File: config.mk
export PLATFORM = sky130hd
export DESIGN_NAME = fifo_replacement_cache
export DESIGN_NICKNAME = d
export VERILOG_FILES = /design/src/rtl/frc_pkg.sv /design/src/rtl/fifo_replacement_cache.sv /design/src/rtl/frc_cell.sv
export SDC_FILE = /design/constraint.sdc
export NUM_CORES = 2
export LEC_CHECK = 0
export ABC_AREA = 1
export ABC_CLOCK_PERIOD_IN_PS = 32200
export BUFFER_PORTS_ARGS = -buffer_cell sky130_fd_sc_hd__buf_2
export CAP_MARGIN = 15
export CORE_MARGIN = 2
export CORE_UTILIZATION = 40
export CTS_BUF_LIST = sky130_fd_sc_hd__clkbuf_4
export DETAILED_ROUTE_END_ITERATION = 16
export HOLD_SLACK_MARGIN = 0.02
export MAX_ROUTING_LAYER = met4
export PLACE_DENSITY = 0.66
export SLEW_MARGIN = 20
export SYNTH_ARGS = -nofsm -noshare
export SYNTH_HDL_FRONTEND = slang
export SYNTH_SLANG_ARGS = --single-unit
File: constraint.sdc
create_clock -name clk_i -period 32.2 [get_ports clk_i]
set_input_delay 3.22 -clock clk_i [delete_from_list [all_inputs] [get_ports clk_i]]
set_output_delay 3.22 -clock clk_i [all_outputs]
set_load 0.03 [all_outputs]
File: src/rtl/frc_pkg.sv
// Shared types and constants of the FIFO replacement cache.
`default_nettype none
package frc_pkg;

  localparam int CAPACITY = 15;
  localparam int ADDR_W   = 32;
  localparam int DATA_W   = 32;
  localparam int CNT_W    = $clog2(CAPACITY + 1);

  typedef enum logic [1:0] {
    OP_READ   = 2'd0,
    OP_PUT    = 2'd1,
    OP_WRITE  = 2'd2,
    OP_UNUSED = 2'd3
  } op_e;

  typedef enum logic [1:0] {
    ST_IDLE,
    ST_SCAN,
    ST_COMMIT
  } state_e;

  // A lookup request as it travels along the row of cells.
  typedef struct packed {
    logic              vld;
    logic [1:0]        op;
    logic [ADDR_W-1:0] addr;
    logic [DATA_W-1:0] data;
    logic              hit;
    logic [DATA_W-1:0] rdata;
  } frc_req_t;

  // One stored entry.
  typedef struct packed {
    logic [ADDR_W-1:0] addr;
    logic [DATA_W-1:0] data;
    logic              sync;
  } frc_entry_t;

endpackage
`default_nettype wire

File: src/rtl/fifo_replacement_cache.sv
// Top level of the fully associative cache with first-in-first-out replacement.
//
// Requests arrive on the input channel (in_valid_i / in_stall_o) with an
// operation, an address and a data word. Read looks the address up, put
// inserts a clean entry, write updates every held copy and marks it unsynced
// or, on a miss, inserts an unsynced entry. Each request yields exactly one
// result on the output channel (out_valid_o / out_stall_i): hit flag, read
// data, and the oldest entry when an insert into a full cache evicted it.
//
// Entries sit in a row of CAPACITY cells ordered newest first. A request
// walks the row one cell per cycle; once it leaves the last cell its outcome
// is captured, and the commit state shifts the row for an insert and loads
// the output register. The input stays stalled from acceptance until the
// commit, so a new request is not taken before the last one has committed.
// An unused operation code skips the walk and returns an all-zero result.
//
// Reset empties the cache (the entry count goes to zero) and drops any request
// in flight. While the receiver stalls, the result holds in the output
// register; the next request is still accepted and walks the row, and it
// waits in its commit cycle until the output register is free.
`default_nettype none
module fifo_replacement_cache
  import frc_pkg::*;
(
  input  wire logic               clk_i,
  input  wire logic               rst_ni,
  input  wire logic               in_valid_i,
  output logic                    in_stall_o,
  input  wire logic        [1:0]  op_i,
  input  wire logic signed [31:0] addr_i,
  input  wire logic        [31:0] data_in_i,
  output logic                    out_valid_o,
  input  wire logic               out_stall_i,
  output logic                    hit_o,
  output logic             [31:0] read_data_o,
  output logic                    evicted_o,
  output logic signed      [31:0] evicted_addr_o,
  output logic             [31:0] evicted_data_o,
  output logic                    evicted_sync_o
);

  state_e state_q, state_d;

  // Request held for the whole operation.
  logic [1:0]        op_q;
  logic [ADDR_W-1:0] addr_q;
  logic [DATA_W-1:0] data_q;
  logic              hit_q;
  logic [DATA_W-1:0] rdata_q;

  logic [CNT_W-1:0]  count_q, count_d;

  frc_req_t   req_chain [CAPACITY+1];
  frc_entry_t ent_chain [CAPACITY+1];
  logic [CAPACITY-1:0] live;

  logic in_acc, do_commit, do_insert, full, shift;

  assign in_acc     = in_valid_i && (state_q == ST_IDLE);
  assign in_stall_o = (state_q != ST_IDLE);
  assign full       = (count_q == CNT_W'(CAPACITY));
  assign do_commit  = (state_q == ST_COMMIT) && (!out_valid_o || !out_stall_i);
  assign do_insert  = (op_q == OP_PUT) || ((op_q == OP_WRITE) && !hit_q);
  assign shift      = do_commit && do_insert;

  // A request enters the first cell the cycle it is accepted; unused codes stay out.
  always_comb begin
    req_chain[0].vld   = in_acc && (op_i != OP_UNUSED);
    req_chain[0].op    = op_i;
    req_chain[0].addr  = addr_i;
    req_chain[0].data  = data_in_i;
    req_chain[0].hit   = 1'b0;
    req_chain[0].rdata = '0;
  end

  // The newest entry enters at the head while every other entry moves one cell older.
  always_comb begin
    ent_chain[0].addr = addr_q;
    ent_chain[0].data = data_q;
    ent_chain[0].sync = (op_q == OP_PUT);
  end

  for (genvar g = 0; g < CAPACITY; g++) begin : g_cell
    assign live[g] = (count_q > CNT_W'(g));
    frc_cell u_cell (
      .clk_i   (clk_i),
      .rst_ni  (rst_ni),
      .live_i  (live[g]),
      .req_i   (req_chain[g]),
      .req_o   (req_chain[g+1]),
      .shift_i (shift),
      .entry_i (ent_chain[g]),
      .entry_o (ent_chain[g+1])
    );
  end

  always_comb begin
    state_d = state_q;
    count_d = count_q;
    case (state_q)
      ST_IDLE: begin
        if (in_acc) begin
          state_d = (op_i == OP_UNUSED) ? ST_COMMIT : ST_SCAN;
        end
      end
      ST_SCAN: begin
        if (req_chain[CAPACITY].vld) begin
          state_d = ST_COMMIT;
        end
      end
      ST_COMMIT: begin
        if (do_commit) begin
          state_d = ST_IDLE;
          if (do_insert && !full) begin
            count_d = count_q + 1'b1;
          end
        end
      end
      default: begin
        state_d = ST_IDLE;
      end
    endcase
  end

  always_ff @(posedge clk_i or negedge rst_ni) begin
    if (!rst_ni) begin
      state_q <= ST_IDLE;
      count_q <= '0;
    end else begin
      state_q <= state_d;
      count_q <= count_d;
    end
  end

  always_ff @(posedge clk_i) begin
    if (in_acc) begin
      op_q    <= op_i;
      addr_q  <= addr_i;
      data_q  <= data_in_i;
      hit_q   <= 1'b0;
      rdata_q <= '0;
    end else if ((state_q == ST_SCAN) && req_chain[CAPACITY].vld) begin
      hit_q   <= req_chain[CAPACITY].hit;
      rdata_q <= req_chain[CAPACITY].rdata;
    end
  end

  // Output register: the result waits here while the receiver stalls.
  always_ff @(posedge clk_i or negedge rst_ni) begin
    if (!rst_ni) begin
      out_valid_o <= 1'b0;
    end else if (do_commit) begin
      out_valid_o <= 1'b1;
    end else if (!out_stall_i) begin
      out_valid_o <= 1'b0;
    end
  end

  always_ff @(posedge clk_i) begin
    if (do_commit) begin
      hit_o       <= hit_q;
      read_data_o <= (op_q == OP_READ) ? rdata_q : '0;
      if (do_insert && full) begin
        evicted_o      <= 1'b1;
        evicted_addr_o <= ent_chain[CAPACITY].addr;
        evicted_data_o <= ent_chain[CAPACITY].data;
        evicted_sync_o <= ent_chain[CAPACITY].sync;
      end else begin
        evicted_o      <= 1'b0;
        evicted_addr_o <= '0;
        evicted_data_o <= '0;
        evicted_sync_o <= 1'b0;
      end
    end
  end

endmodule
`default_nettype wire

File: src/rtl/frc_cell.sv
// One storage cell of the cache row: holds an entry and one hop of the lookup path.
`default_nettype none
module frc_cell
  import frc_pkg::*;
(
  input  wire logic       clk_i,
  input  wire logic       rst_ni,
  input  wire logic       live_i,
  input  wire frc_req_t   req_i,
  output frc_req_t        req_o,
  input  wire logic       shift_i,
  input  wire frc_entry_t entry_i,
  output frc_entry_t      entry_o
);

  frc_req_t   req_d, req_q;
  frc_entry_t entry_q;
  logic       match;

  // Cells are ordered newest first, so the first match a request sees is the newest one.
  assign match = req_i.vld && live_i && (entry_q.addr == req_i.addr);

  always_comb begin
    req_d = req_i;
    if (match) begin
      req_d.hit = 1'b1;
      if (!req_i.hit) begin
        req_d.rdata = entry_q.data;
      end
    end
  end

  always_ff @(posedge clk_i or negedge rst_ni) begin
    if (!rst_ni) begin
      req_q <= '0;
    end else begin
      req_q <= req_d;
    end
  end

  always_ff @(posedge clk_i) begin
    if (shift_i) begin
      entry_q <= entry_i;
    end else if (match && (req_i.op == OP_WRITE)) begin
      entry_q.data <= req_i.data;
      entry_q.sync <= 1'b0;
    end
  end

  assign req_o   = req_q;
  assign entry_o = entry_q;

endmodule
`default_nettype wire

==> flow_metrics.tcl <==
set metrics [dict create \
    first_global_vias 63960 \
    synth_nets 10110 \
    synth_enable_flop_cells 1140 \
    fillCellCount 23280 \
    pwr-share-clk_pct 38.5 \
    synth-main-ff-cell "dfrtp_1" \
    seq_area_sq_um 70950 \
    p_sw_uw 1773 \
    grt_max_degree 284 \
    yosysTopAreaCell "dfrtp_1" \
    first_pass_iters 6 \
    boundaryPins 171 \
    crit_chain "buf_2 > a21oi_4 > buf_4 > nand2_4 > buf_6 > buf_4 > buf_12 > buf_6 > buf_6 > buf_6 > o21ai_0" \
    synth.top_cell.area_share_pct 35.40 \
    run_status "finished clean" \
    initial_utilization_pct 40.15 \
    antenna_found_initial 11 \
    crit_path_max_fanout 283 \
    root_buffer "clkbuf_4" \
    fin_nets 10650 \
    worst_path_max_delay_cell "buf_4" \
    path_clk_slew_ns 0.07 \
    sw_frac_of_total_pct 24.62 \
    vias 63370 \
    period_minus_slack_ns 7.928 \
    place.gp.congestion 0.8123 \
    numCtsBuffers 643 \
    holdCritStartpoint "g_cell[7].u_cell.req_o[58]" \
    synth_seq_area_share_pct 69.66 \
    finalSetupViolCount 0 \
    arrival_ns 8.99 \
    drc 0 \
    area_growth_pct 12.69 \
    port_buffers 170 \
    grt_pass1_wl_mm 319.2 \
    max_freq_ghz 0.1261 \
    grt_usage_pct 15.18 \
    cp_num_buf_inv 8 \
    leakagePower_uw 0.05509 \
    p_comb_share_pct 7.9 \
    cts_hold_buf 0 \
    crit_path_max_incr_delay_ns 0.86 \
    synth.area.top_cells "dfrtp_1 35%, edfxtp_1 34%, nand2_1 12%" \
    skew_ns 0.1256 \
    ctsResizeCount 0 \
    fp.coreArea_sq_um 253700 \
    p_per_area_nw_per_um2 62.73 \
    drt-initial-drc-count 4085 \
    drv_slew 0 \
    synth_area_sq_um 101900 \
    syn_area_per_cell_sq_um 10.15 \
    drive_gt1_share_pct 12.38 \
    worstMarginPinSlew_ns 1.046 \
    die_x_um 508.6 \
    r2r_start "state_q[0]" \
    internal_power_uw 5427 \
    cp_data_required_time_ns 33.26 \
    cp_top_family "buffers and inverters" \
    dp_hpwl_mm 129.6 \
    tritoncts "built" \
    via_per_inst 4.380 \
    drv_cap 0 \
    tns_ns 0 \
    wl_mm 186.7 \
    htreeDepth 6 \
    synthDistinctLibCells 39 \
    ys_ff_latch 2614 \
    cts_setup_buffers 0 \
    netlist_instances 10030 \
    ir_drop_mv 0.04107 \
    ant_nets 0 \
    hold_viol_final 0 \
    grt_overflow_total 0 \
    clk-insertion-delay-late_ns 1.40 \
    cpMostUsedCell "buf_6" \
    row_count 185 \
    startpoint_type "input pin" \
    p_seq_share_pct 53.7 \
    cp-startpoint "out_stall_i" \
    wl_per_cell_um 12.91 \
    grt_setup_unrepaired "false" \
    yosys_warnings 0 \
    clock_tree.buffer_depth 4 \
    multi_input_comb_area_sq_um 23920 \
    holdWs_ns 0.3528 \
    cts_sinks 2614 \
    ys_async_sr_fraction_pct 55.13 \
    worstHoldPathType "reg2reg" \
    dieArea_sq_um 258700 \
    min_period_over_period_pct 24.62 \
    endpoint_kind "register" \
    relSlewSlack_pct 30.27 \
    critical_path_class "in2reg" \
    die_h_um 508.6 \
]
state kept, by name, indices dropped and copies added, names as in the netlist:
register and count:
hit_o 1, out_valid_o 1, read_data_o 32, evicted_o 1, evicted_addr_o 32, evicted_sync_o 1
op_q 2, count_q 4, g_cell.u_cell.req_o 1434, evicted_data_o 32, state_q 2, rdata_q 32
g_cell.u_cell.entry_o 975, hit_q 1, addr_q 32, data_q 32
final timing paths:
check	end	depth (start not counted)	slack, ns
max in group asynchronous	g_cell[13].u_cell.req_o[25]	6	26.00
min reg2reg	g_cell[8].u_cell.req_o[58]	0	0.35
max reg2reg	g_cell[1].u_cell.entry_o[16]	12	25.70
min in group asynchronous	g_cell[0].u_cell.req_o[66]	1	1.92
min	g_cell[8].u_cell.req_o[58]	0	0.35
max	g_cell[1].u_cell.entry_o[16]	11	24.27
per-stage QoR:
step	instances	worst slack, ns	utilization (%)	total power, uW	area, sq um
after floorplan	10030	19.20	-	4302	101900
after global placement	13290	22.16	41.82	4469	106100
after detailed placement	13290	22.26	41.82	4502	106100
after CTS	14450	23.77	45.18	7306	114600
after global routing	14470	23.81	45.24	7593	114800
final	14470	24.27	45.24	7200	114800
kinds of logic after synthesis:
kind of cell	after synthesis	synth area share [%]
AND/OR/NAND/NOR	4493	17.37
flip-flops	2614	69.66
buffers and inverters	1805	6.885
AO/OA/AOI/OAI	980	4.860
XOR/XNOR	135	1.161
adder cells (fa/ha/maj)	5	0.06142
layout make-up:
cell class                 instances  area share (%)
antenna                           12         0.02616
clock buffer                    1006           6.580
clock inverter                   153          0.8416
inverter                        1444           4.731
multi-input combinational       5613           20.84
sequential                      2614           61.82
tap                             3366           3.669
timing repair buffer             261           1.490
synthesized netlist by cell type (16+ instances only):
| cell | n |
|---|---|
| nand2_1 | 3305 |
| dfrtp_1 | 1441 |
| inv_1 | 1429 |
| edfxtp_1 | 1140 |
| o21ai_0 | 912 |
| nor2_1 | 629 |
| nand3_1 | 490 |
| clkbuf_1 | 173 |
| buf_2 | 160 |
| xnor2_1 | 101 |
| a21oi_1 | 37 |
| xor2_1 | 34 |
| dfxtp_1 | 33 |
| nor2_2 | 30 |
| o21ai_1 | 22 |
| buf_1 | 21 |
| nand4_1 | 16 |
power groups by stage:
stage	clock network (uW)	registers [uW]	logic, uW
floorplan	0	3940	362
global placement	0	3920	547
global route	3050	3890	655
finish	2770	3860	567
CTS	2870	3860	573
detailed placement	0	3930	570
per-layer routing:
layer / vias to the layer above / wire length [um] / GRT usage (%)
met2: 1322 / 83370 / 22.73
met4: 0 / 4258 / 5.535
met5: - / 0 / -
met3: 354 / 7901 / 2.885
li1: 32910 / - / -
met1: 28780 / 91220 / 20.64
cell usage in the layout (no fill, tap or decap), types with 112 or more instances in the layout:
cell and count:
o21ai_0 912, dfrtp_1 1441, nand2_1 3304, nand3_1 486, buf_2 169, clkinv_1 112, nor2_1 629, clkbuf_4 1006
edfxtp_1 1140, inv_1 1429
(Power assumes the default switching activity.)
